[config.mk]
export PLATFORM = sky130hd
export DESIGN_NAME = spq_cell
export DESIGN_NICKNAME = d
export VERILOG_FILES = /design/src/hw/rtl/spq_pkg.sv /design/src/hw/rtl/spq_cell.sv
export SDC_FILE = /design/constraint.sdc
export NUM_CORES = 1
export LEC_CHECK = 0
export BUFFER_PORTS_ARGS = -buffer_cell sky130_fd_sc_hd__buf_4
export CAP_MARGIN = 20
export CORE_ASPECT_RATIO = 0.5
export CORE_MARGIN = 2
export CORE_UTILIZATION = 46
export DETAILED_ROUTE_END_ITERATION = 16
export PLACE_DENSITY_LB_ADDON = 0.3
export SYNTH_ARGS = -nofsm -noshare
export SYNTH_HDL_FRONTEND = slang
export SYNTH_SLANG_ARGS = --single-unit
[constraint.sdc]
create_clock -name aclk -period 6.9 [get_ports aclk]
set_input_delay 0 -clock aclk [delete_from_list [all_inputs] [get_ports aclk]]
set_output_delay 0 -clock aclk [all_outputs]
set_load 0.1 [all_outputs]
[src/hw/rtl/spq_pkg.sv]
package spq_pkg;

    // Default queue depth
    localparam int DEPTH_DEF = 64;

    // Field widths
    localparam int PRIO_W   = 16;
    localparam int VAL_W    = 32;
    localparam int STATUS_W = 2;

    // Result status codes
    localparam logic [STATUS_W-1:0] ST_INSERTED = 2'd0;
    localparam logic [STATUS_W-1:0] ST_REMOVED  = 2'd1;
    localparam logic [STATUS_W-1:0] ST_EMPTY    = 2'd2;
    localparam logic [STATUS_W-1:0] ST_FULL     = 2'd3;

    // Priority reported by a remove on an empty queue
    localparam logic signed [PRIO_W-1:0] PRIO_EMPTY = -16'sd1;

    // Input mode codes
    localparam logic MODE_INSERT = 1'b0;
    localparam logic MODE_REMOVE = 1'b1;

    // One stored entry
    typedef struct packed {
        logic signed [PRIO_W-1:0] prio;
        logic signed [VAL_W-1:0]  value;
    } spq_entry_t;

    // Command broadcast to every cell
    typedef struct packed {
        logic       ins;
        logic       rem;
        spq_entry_t item;
    } spq_cmd_t;

endpackage

[src/hw/rtl/spq_cell.sv]
module spq_cell (
    input  logic               aclk,
    input  spq_pkg::spq_cmd_t  cmd,
    input  logic               valid,       // cell index below entry count
    input  logic               left_lt,     // left neighbor yields to the new item
    input  spq_pkg::spq_entry_t left_entry,
    input  spq_pkg::spq_entry_t right_entry,
    output logic               lt,          // this cell yields to the new item
    output spq_pkg::spq_entry_t entry
);

    spq_pkg::spq_entry_t entry_reg;
    spq_pkg::spq_entry_t entry_next;

    // Empty cells and strictly lower priorities move back on insert
    assign lt = !valid || (entry_reg.prio < cmd.item.prio);

    // Insert: take left neighbor if it also moves, else the new item.
    // Remove: take right neighbor.
    always_comb begin
        entry_next = entry_reg;
        if (cmd.ins && lt) begin
            entry_next = left_lt ? left_entry : cmd.item;
        end else if (cmd.rem) begin
            entry_next = right_entry;
        end
    end

    always_ff @(posedge aclk) begin
        entry_reg <= entry_next;
    end

    assign entry = entry_reg;

endmodule
---- Yosys cells after proc, flatten, opt, wreduce, memory -nomap -nowiden ----
Index checks and enable logic that the tools add are counted.
cells by class
  muxes and demuxes ....................... 3
  reductions and logical operators ........ 4
  $lt $le $gt $ge ......................... 1
operator list
  cell                         number
  2-to-1 mux 48 bit            3
  less-than comparator 16 bit  1
  nonzero test 2 bit           1
  logical AND 1 bit            1
  zero test 1 bit              1
  logical OR 1 bit             1
storage, ports and cells
  register bits ........................... 48
  logic and storage cells ................. 10
  bits of input ports ..................... 149

---- Logic depth before layout (Yosys ltp) ----
Gate-level depths: netlist of run 1.
  word-level depth ........................ 4
  mapped depth ............................ 10
  depth with buffers taken out ............ 8

---- Worst setup path after synthesis of run 1 ----
OpenSTA, ideal clock, no wires.
  path kind ............................... flip-flop to flip-flop
  start ................................... reg entry_reg, in the netlist entry[33]
  end ..................................... reg entry_reg, in the netlist entry[0], enable pin
  library setup time ...................... 408 ps
  cell stages (with the launch flop) ...... 9
  data arrival time ....................... 3776 ps
  required time ........................... 6492 ps
  slack ................................... 2716 ps
  cells stage by stage .................... edfxtp_1 -> ha_1 -> a2111oi_2 -> o21ai_1 -> a311oi_2 -> mux2i_1 -> buf_4 -> buf_6 -> or2_1
on the way
  longest elaborated chain between the ends .. 4
RTL lines
  what                                 RTL line        source
  start, declared                      spq_cell.sv:12  spq_pkg::spq_entry_t entry_reg;
  start signal, assigned               spq_cell.sv:30  entry_reg <= entry_next;
  less-than comparator 16 bit          spq_cell.sv:16  assign lt = !valid || (entry_reg.prio < cmd.item.prio);
  logical OR 1 bit                     spq_cell.sv:16
  logical AND 1 bit                    spq_cell.sv:22  if (cmd.ins && lt) begin
  nonzero test 2 bit (no source line)  --
Every way passes these cells.
A chain may end at the register's enable or synchronous reset.

==> results.md, run 1 <==
* Die area at 7160 um2
* Final-report setup violation count at 0
* Die Wd at 118 um
* Power per cell area at 273 nW/um2
* Max Fclk at 323 MHz
* Ys Warns at 0
* Synth Instances at 230
* Fillers at 387
* Arrival time at the worst endpoint at ~3100 ps
* Final Net Count at approximately 610
* Clk_lat worst skew at 280 ps
* Leakage power at 2.24 nW
* Dpl ws at roughly 3700 ps
* Mean Syn Cell Area at 12.9 um2
* Total wire length at 8.01 mm
* CTS sink cnt at 48
* RSZ-0062 raised after global routing: false
* CTS buffer count at 5
* Max-slew headroom at 0.547
* Die height at 60.8 um
* Residual DRC at 0
* Crit path required time at 6930 ps
* P&R area growth vs syn at 64.1%
* Share of cells above drive strength 1 at 0.550
* GRT Residual Overflow at 0
* WS Path Type: reg2reg
* Maxcap violations at 0
* Status: complete, no violations
* Peak VDD IR at approximately 0.14 mV
* Number of global-route vias before repair at around 2700
* Clk_skew at between 3 and 4 ps
* N_diodes at 0
* Worst hold path class: in2reg
* CP Max Fanout at between 40 and 50
* Fin crit period at 3100 ps
* Initial drt markers at 89
* Syn Std Cell Area at a little under 3000 um2
* Commonest non-fill, non-tap cell in the layout: buf_4
* Type of origin of the critical path: register
* CTS Hold Bufs at 16
* Initial antenna violation count at 0
* Root buffer cell: clkbuf_16
* CTS Buffer Depth at 2
* FF-to-FF setup slack at approximately 3800 ps
* Commonest cells after routing, fill and taps aside: 198 x buf_4, 50 x mux2_1, 48 x edfxtp_1
* Clock power share at 0.205
* Per-cell routed wire length at 15.1 um
* Setup tns final at 0 ps
* Vias per cell at just under 5
* Clk slew on worst S/H paths at roughly 60 ps
* Library cells used by synthesis at 26
* Gr usage total at 0.214
* Initial Utilization at 0.483
* Switching share of power at 0.440
* PnR worst setup slack at ~3800 ps
* Worst slew pin tran at 679 ps
* Post-route clock period utilization at 0.449
* Final Hold Fails at 0
* Max Slew Vio Count at 0
* Ports at 198
* Combinational share of power at 0.492
* Routability-driven placement congestion ratio at 0.803
* Number of flip-flops in the largest register at 48
* Largest net degree at the start of global routing at 64
* Sw power at 0.587 mW
* Setup Fix Bufs, Post-CTS at 0
* Drt pass-1 iters at 4
* H-tree depth at 2
* Count of input and output buffers at 197
* First-pass GRT wire length at 12.0 mm
* Num rows at 20
* Flop and latch count out of synthesis at 48
* Core Region at 6160 um2
* CTS-repair resized insts at 0
* Int Power at 0.747 mW
* Via count at about 2600
* Sequential share of the synthesized area at 0.485
* Reg power frac at 0.302
* CP endpoint kind: register
* Antenna-violating nets left at 0
* CTS tree: done
* Synth Net Count at 394
* Hpwl dp at 5.90 mm
-- layer usage --
layer / global-route usage / part of all wire
met3: 0.0630 / 0.062
met5: 0 / 0
met1: 0.221 / 0.36
met2: 0.433 / 0.56
met4: 0.0740 / 0.016
-- worst max-delay path: stages, from the launching register on --
cell	delay (ps)
edfxtp_1	400
ha_1	310
a2111oi_2	300
o21ai_1	140
a311oi_2	410
mux2i_4	300
buf_4	560
mux2_1	390
-- metrics by stage --
| step | power [mW] | utilization | area [um2] | cells | hold WS [ps] |
|---|---|---|---|---|---|
| 5_1_grt | 1.38 | 0.793 | 4880 | 530 | 0.416 |
| 2_1_floorplan | 0.889 | - | 2970 | 230 | 201 |
| 3_5_place_dp | 1.06 | 0.735 | 4520 | 504 | 285 |
| 3_3_place_gp | 1.04 | 0.735 | 4520 | 504 | 284 |
| 4_1_cts | 1.34 | 0.788 | 4850 | 528 | 0.419 |
| 6_report | 1.33 | 0.793 | 4880 | 530 | 3.55 |
-- Yosys cell counts --
master,count,share of area
mux2_1,50,0.19
edfxtp_1,48,0.48
mux2_2,32,0.12
nand2_1,21,0.027
inv_1,17,0.021
ha_1,15,0.063
o21ai_0,15,0.025
clkbuf_1,6,0.0076
a21oi_1,5,0.0084
buf_2,3,0.0050
nand4_1,2,0.0042
o21ai_1,2,0.0034
a2111oi_2,1,0.0050
a21o_1,1,0.0025
a311oi_2,1,0.0050
buf_1,1,0.0013
buf_4,1,0.0025
buf_6,1,0.0038
mux2i_1,1,0.0034
nand2b_1,1,0.0021
nor2_1,1,0.0013
nor2b_1,1,0.0021
o2111ai_1,1,0.0029
o21a_1,1,0.0025
o22a_1,1,0.0029
or2_1,1,0.0021
-- power groups by stage --
stage	Combinational, mW	Sequential (mW)	Clock [mW]
2_1_floorplan	0.136	0.753	0
3_3_place_gp	0.637	0.408	0
3_5_place_dp	0.647	0.411	0
4_1_cts	0.657	0.405	0.277
5_1_grt	0.684	0.408	0.288
6_report	0.657	0.403	0.274
-- layout make-up --
class                      instances  area [um2]  area share
clock buffer                       5         125      0.0256
clock inverter                     3        42.5     0.00872
inverter                          17        63.8      0.0131
multi-input combinational        153        1420       0.291
sequential                        48        1440       0.295
tap                               88         110      0.0226
timing repair buffer             216        1680       0.344
-- worst paths after layout --
path                    from        end  cells after the start
max                entry[33]   entry[2]                      7
min          right_entry[14]  entry[14]                      2
max reg2reg        entry[33]   entry[2]                      7
min reg2reg        entry[47]  entry[43]                      4
-- cell families (layout without fill, tap and decap cells) --
kind of cell | Yosys count | after routing | synth area share
muxes | 83 | 83 | 0.314
adders and majority gates | 15 | 15 | 0.0631
and+or+nand+nor | 27 | 27 | 0.0383
buffers and inverters | 29 | 241 | 0.0417
AOI/OAI and AO/OA | 28 | 28 | 0.0581
DFF | 48 | 48 | 0.485
Power figures use the tool's default switching activity.
==> run 2, diff against run 1 <==
--- a/config.mk
+++ b/config.mk
@@ -9,7 +9,7 @@
 export CAP_MARGIN = 20
 export CORE_ASPECT_RATIO = 0.5
 export CORE_MARGIN = 2
-export CORE_UTILIZATION = 46
+export CORE_UTILIZATION = 38
 export DETAILED_ROUTE_END_ITERATION = 16
 export PLACE_DENSITY_LB_ADDON = 0.3
 export SYNTH_ARGS = -nofsm -noshare
==> constraint.sdc (replaced) <==
create_clock -name aclk -period 2.5 [get_ports aclk]
set_input_delay 0 -clock aclk [delete_from_list [all_inputs] [get_ports aclk]]
set_output_delay 0 -clock aclk [all_outputs]
set_load 0.1 [all_outputs]
==> results.md, run 2 (synthesis results as in run 1) <==
* Leakage power at 2.63 nW (was 2.24 nW)
* Power per cell area at 721 nW/um2 (was 273 nW/um2)
* CTS tree: done (unchanged)
* FF-to-FF setup slack at -230 ps (was 3800 ps)
* Final-report setup violation count at 96 (was 0)
* Clk slew on worst S/H paths at 60 ps (about the same)
* Max Slew Vio Count at 0 (unchanged)
* CTS Buffer Depth at 2 (unchanged)
* Share of cells above drive strength 1 at 0.666 (was 0.550)
* CP Max Fanout at 12 (was 48)
* CTS sink cnt at 48 (unchanged)
* Die height at 66.5 um (was 60.8 um)
* WHS Endpoint: entry[13] (was entry[14])
* Initial Utilization at 0.399 (was 0.483)
* PnR worst setup slack at -229 ps (was 3800 ps)
* Hold path cells at 2 (unchanged)
* Cell Area, Placed at 4720 um2 (was 4520 um2)
* Type of origin of the critical path: register (unchanged)
* Worst slew pin tran at 710 ps (was 679 ps)
* RSZ-0062 raised after global routing: true (was false)
* Clk_skew at 6.82 ps (was 3.49 ps)
* Count of input and output buffers at 197 (unchanged)
* H-tree depth at 2 (unchanged)
* Initial antenna violation count at 0 (unchanged)
* Clk_lat worst skew at 290 ps (was 280 ps)
* Reg2Reg Capture Point: entry[7] (was entry[2])
* Gr busiest metal: met2 (unchanged)
* Hpwl dp at 6.59 mm (was 5.90 mm)
* Die Wd at 129 um (was 118 um)
* Fillers at 483 (was 387)
* GRT Residual Overflow at 0 (unchanged)
* CTS buffer count at 5 (unchanged)
* Gr usage total at 0.220 (was 0.214)
* Fin crit period at 2730 ps (was 3100 ps)
* Critical R2R Launch: entry[33] (unchanged)
* Met3 capacity usage during global routing at 0.0482 (was 0.0630)
* Final core area utilization at 0.742 (was 0.793)
* Routability-driven placement congestion ratio at 0.796 (was 0.803)
* Antenna-violating nets left at 0 (unchanged)
* Post-route cell area at 5540 um2 (was 4880 um2)
* Num rows at 22 (was 20)
* Initial drt markers at 115 (was 89)
* Ports at 198 (unchanged)
* Commonest cells after routing, fill and taps aside: 218 x buf_4, 48 x edfxtp_1, 43 x mux2_4 (was 198 x buf_4, 50 x mux2_1, 48 x edfxtp_1)
* Hold slack at 3.57 ps (was 3.55 ps)
* Die area at 8590 um2 (was 7160 um2)
* Worst reg2reg path depth at 11 (was 7)
* Residual DRC at 0 (unchanged)
* Tot Pwr at 3.99 mW (was 1.33 mW)
* WS Path Type: reg2reg (unchanged)
* Peak VDD IR at 0.355 mV (was 0.136 mV)
* Via count at 2883 (was 2598)
* CP endpoint kind: register (unchanged)
* Final Hold Fails at 0 (unchanged)
* Number of flip-flops in the largest register at 48 (unchanged)
* N_diodes at 0 (unchanged)
* Reg area at 1440 um2 (unchanged)
* P&R area growth vs syn at 86.3% (was 64.1%)
* Area of the multi-input gates at 1620 um2 (was 1420 um2)
* Root buffer cell: clkbuf_16 (unchanged)
* Status: finished, violations left (was complete, no violations)
* Per-cell routed wire length at 17.9 um (was 15.1 um)
* Vias per cell at 4.91 (was 4.90)
* Max Fclk at 366 MHz (was 323 MHz)
* Met1 Resource Use GR at 0.225 (was 0.221)
* Largest net degree at the start of global routing at 64 (unchanged)
* Number of global-route vias before repair at 2992 (was 2665)
* Core Region at 7460 um2 (was 6160 um2)
* Worst hold path class: in2reg (unchanged)
* Arrival time at the worst endpoint at 2730 ps (was 3130 ps)
* Hold Path Origin: right_entry[13] (was right_entry[14])
* Total wire length at 10.5 mm (was 8.01 mm)
* Max-slew headroom at 0.526 (was 0.547)
* Maxcap violations at 0 (unchanged)
* Setup tns final at -18490 ps (was 0 ps)
* First-pass GRT wire length at 14.3 mm (was 12.0 mm)
* Violated checks: setup timing
* Commonest non-fill, non-tap cell in the layout: buf_4 (unchanged)
* Drt pass-1 iters at 5 (was 4)
* Crit path required time at 2500 ps (was 6930 ps)
* GR Layer Usage met2 at 0.442 (was 0.433)
* Final Net Count at 643 (was 605)
* Post-route clock period utilization at 1.09 (was 0.449)
-- run 2: changes by cell type in the layout (fill, tap and decap cells not counted), moves of 2 or more --
cell and delta:
buf_12 +3, buf_16 +4, buf_4 +20, buf_6 +4, clkbuf_16 +2, clkinv_1 +2, dlygate4sd3_1 +5, mux2_1 -43
mux2_4 +43
-- run 2: layout make-up --
class	instances	share of cell area
Clock inverter	2	0.00136
Inverter	17	0.0115
Timing Repair Buffer	254	0.387
Tap cell	108	0.0244
Multi-Input combinational cell	153	0.293
Sequential cell	48	0.260
Clock buffer	5	0.0226
-- run 2: power by group --
| part | internal [mW] | switching (mW) | total (mW) |
|---|---|---|---|
| Combinational | 0.827 | 1.41 | 2.23 |
| Clock | 0.359 | 0.282 | 0.641 |
| Sequential | 1.06 | 0.0537 | 1.12 |
-- run 2: repair_timing --
action | 4_1_cts | 5_1_grt
gates resized for setup | 14 | 46
endpoints found under the setup margin | 97 | 97
pin swaps | 1 | 0
setup buffers | 8 | 5
hold buffers | 20 | 2
endpoints found under the hold margin | 20 | 2
cloned | 4 | 2
-- run 2: worst max-delay path by stage --
stage | from | endpoint | depth (start not counted)
final | entry[33] | entry[7] | 11
after global routing | entry[33] | entry[7] | 11
after CTS | entry[34] | entry[7] | 10
after detailed placement | entry[34] | entry[32] | 9
after global placement | entry[34] | entry[33] | 9
after floorplan | entry[33] | entry[0] | 8
-- run 2: per-layer routing --
| metal | vias to the layer above | routed length [um] |
|---|---|---|
| met2 | 120 | 5720 |
| met3 | 36 | 517 |
| li1 | 1347 | - |
| met1 | 1380 | 3850 |
| met4 | 0 | 425 |
| met5 | - | 0 |
-- run 2: stage by stage --
| stage | setup slack (ps) | std cells |
|---|---|---|
| global placement | -122 | 540 |
| floorplan | -929 | 230 |
| detailed placement | -195 | 540 |
| global route | -354 | 587 |
| finish | -229 | 587 |
| CTS | -192 | 579 |
-- run 2: critical path, cell delays in order (launching register included) --
cell and delay, ps:
edfxtp_1 400, ha_1 340, a2111oi_4 310, o21ai_2 110
a311oi_2 210, buf_4 170, mux2i_4 250, buf_6 150
buf_6 100, or2_4 130, buf_4 140, buf_16 140
==> run 3, diff against run 2 <==
--- a/config.mk
+++ b/config.mk
@@ -9,7 +9,8 @@
 export CAP_MARGIN = 20
 export CORE_ASPECT_RATIO = 0.5
 export CORE_MARGIN = 2
-export CORE_UTILIZATION = 38
+export CORE_UTILIZATION = 39
+export CTS_BUF_LIST = sky130_fd_sc_hd__clkbuf_4 sky130_fd_sc_hd__clkbuf_8
 export DETAILED_ROUTE_END_ITERATION = 16
 export PLACE_DENSITY_LB_ADDON = 0.3
 export SYNTH_ARGS = -nofsm -noshare
==> results.md, run 3 (synthesis results as in run 1) <==
* Status: finished, violations left (unchanged)
* Violated checks: setup timing (unchanged)
* Max Fclk at 361 MHz (was 366 MHz)
* Initial antenna violation count at 0 (unchanged)
* RSZ-0062 raised after global routing: true (unchanged)
* WS Path Type: reg2reg (unchanged)
* CP endpoint kind: register (unchanged)
* Residual DRC at 0 (unchanged)
* GR Layer Usage met2 at 0.459 (was 0.442)
* Number of global-route vias before repair at 3136 (was 2992)
* Maxcap violations at 0 (unchanged)
* Met3 capacity usage during global routing at 0.0513 (was 0.0482)
* Initial drt markers at 124 (was 115)
* CTS sink cnt at 48 (unchanged)
* Gr busiest metal: met2 (unchanged)
* Die Wd at 127 um (was 129 um)
* GRT Residual Overflow at 0 (unchanged)
* Per-cell routed wire length at 17.1 um (was 17.9 um)
* Post-route clock period utilization at 1.11 (was 1.09)
* Arrival time at the worst endpoint at 2840 ps (was 2730 ps)
* Dpl ws at -225 ps (was -195 ps)
* Share of cells above drive strength 1 at 0.622 (was 0.666)
* Hpwl dp at 6.38 mm (was 6.59 mm)
* Final Hold Fails at 0 (unchanged)
* Num rows at 22 (unchanged)
* Post-Layout Cell Count at 598 (was 587)
* Die area at 8380 um2 (was 8590 um2)
* Total wire length at 10.2 mm (was 10.5 mm)
* Clk slew on worst S/H paths at 100 ps (was 60 ps)
* N_diodes at 0 (unchanged)
* P&R area growth vs syn at 91.8% (was 86.3%)
* Vias per cell at 4.90 (was 4.91)
* CTS tree: done (unchanged)
* CP Max Fanout at 12 (unchanged)
* Number of flip-flops in the largest register at 48 (unchanged)
* Ports at 198 (unchanged)
* Antenna-violating nets left at 0 (unchanged)
* Worst slew pin tran at 727 ps (was 710 ps)
* Max-slew headroom at 0.516 (was 0.526)
* Crit path required time at 2570 ps (was 2500 ps)
* Core Region at 7350 um2 (was 7460 um2)
* Drt pass-1 iters at 4 (was 5)
* Root buffer cell: clkbuf_8 (was clkbuf_16)
* Gr usage total at 0.233 (was 0.220)
* Tot Pwr at 3.91 mW (was 3.99 mW)
* Largest net degree at the start of global routing at 64 (unchanged)
* Peak VDD IR at 0.329 mV (was 0.355 mV)
* Max Slew Vio Count at 0 (unchanged)
* Clk_skew at 5.49 ps (was 6.82 ps)
* Met1 Resource Use GR at 0.245 (was 0.225)
* H-tree depth at 2 (unchanged)
* Routability-driven placement congestion ratio at 0.756 (was 0.796)
* Clk_lat worst skew at 310 ps (was 290 ps)
* Final Net Count at 665 (was 643)
* Leakage power at 2.69 nW (was 2.63 nW)
* First-pass GRT wire length at 14.9 mm (was 14.3 mm)
* Dpl cells at 529 (was 540)
* Commonest non-fill, non-tap cell in the layout: buf_4 (unchanged)
* Commonest cells after routing, fill and taps aside: 212 x buf_4, 48 x edfxtp_1, 48 x dlygate4sd3_1 (was 218 x buf_4, 48 x edfxtp_1, 43 x mux2_4)
* Die height at 65.7 um (was 66.5 um)
* CTS buffer count at 5 (unchanged)
* Worst hold path class: in2reg (unchanged)
* Type of origin of the critical path: register (unchanged)
* Fin crit period at 2770 ps (was 2730 ps)
* PnR worst setup slack at -268 ps (was -229 ps)
* Count of input and output buffers at 197 (unchanged)
* Via count at 2928 (was 2883)
* Initial Utilization at 0.404 (was 0.399)
* Fillers at 451 (was 483)
* CTS Buffer Depth at 2 (unchanged)
* Power per cell area at 686 nW/um2 (was 721 nW/um2)
* Final-report setup violation count at 97 (was 96)
## run 3: cell types whose count changed in the layout (fill, tap and decap cells not counted), moves of 2 or more
cell / before / now
clkbuf_8: 0 / 5
clkinv_1: 2 / 0
buf_6: 4 / 6
buf_4: 218 / 212
mux2_4: 43 / 38
dlygate4sd3_1: 22 / 48
buf_16: 4 / 2
clkbuf_16: 7 / 2
mux2_1: 7 / 12
## run 3: critical path: stages (launching register included)
cell and delay [ps]:
edfxtp_1 400, ha_1 290, o21a_1 170, o2111ai_1 170, o21ai_1 100, a311oi_2 280
buf_4 180, mux2i_4 280, buf_6 150, buf_12 150, mux2_1 330
## run 3: layout make-up
cell class	count	area [um2]	share of cell area
repair buffers	276	2360	0.414
multi-input cells	153	1610	0.282
flip-flops and latches	48	1440	0.253
well taps	96	120	0.0211
clock buffers	5	68.8	0.0121
inverters	17	63.8	0.0112
clock inverters	3	42.5	0.00746
## run 3: metrics by stage
step                      instance area, um2  utilization  setup TNS [ps]  hold WS (ps)
final                                   5700        0.776          -22190           100
after global routing                    5700        0.776          -31490          90.4
after CTS                               5610        0.763          -13260          78.5
after detailed placement                4730        0.643          -12570           287
after global placement                  4730        0.643          -10370           283
after floorplan                         2990            -          -73520           114
## run 3: final timing paths
check | cells after the start | endpoint | from | slack, ps
hold reg to reg | 7 | entry[46] | entry[47] | 1330
setup reg to reg | 10 | entry[13] | entry[34] | -270
hold / removal | 3 | entry[14] | left_entry[14] | 100
setup / recovery | 10 | entry[13] | entry[34] | -270
## run 3: timing repair
item / in CTS / in global routing
endpoints found under the setup margin: 96 / 97
hold buffers: 48 / 0
pin swaps: 1 / 3
setup buffers: 7 / 1
gates cloned: 3 / 3
resized for setup: 44 / 9
hold endpoints to repair: 48 / 0
## run 3: routing by layer
layer,routed length (um),vias to the layer above
met5,0,-
met2,5660,102
met3,471,27
li1,-,1394
met1,3800,1405
met4,275,0
## run 3: power breakdown
part	switching [mW]	total, mW	internal (mW)
Clock	0.287	0.584	0.297
Sequential	0.0538	1.12	1.06
Combinational	1.39	2.21	0.823
Total	1.73	3.91	2.18
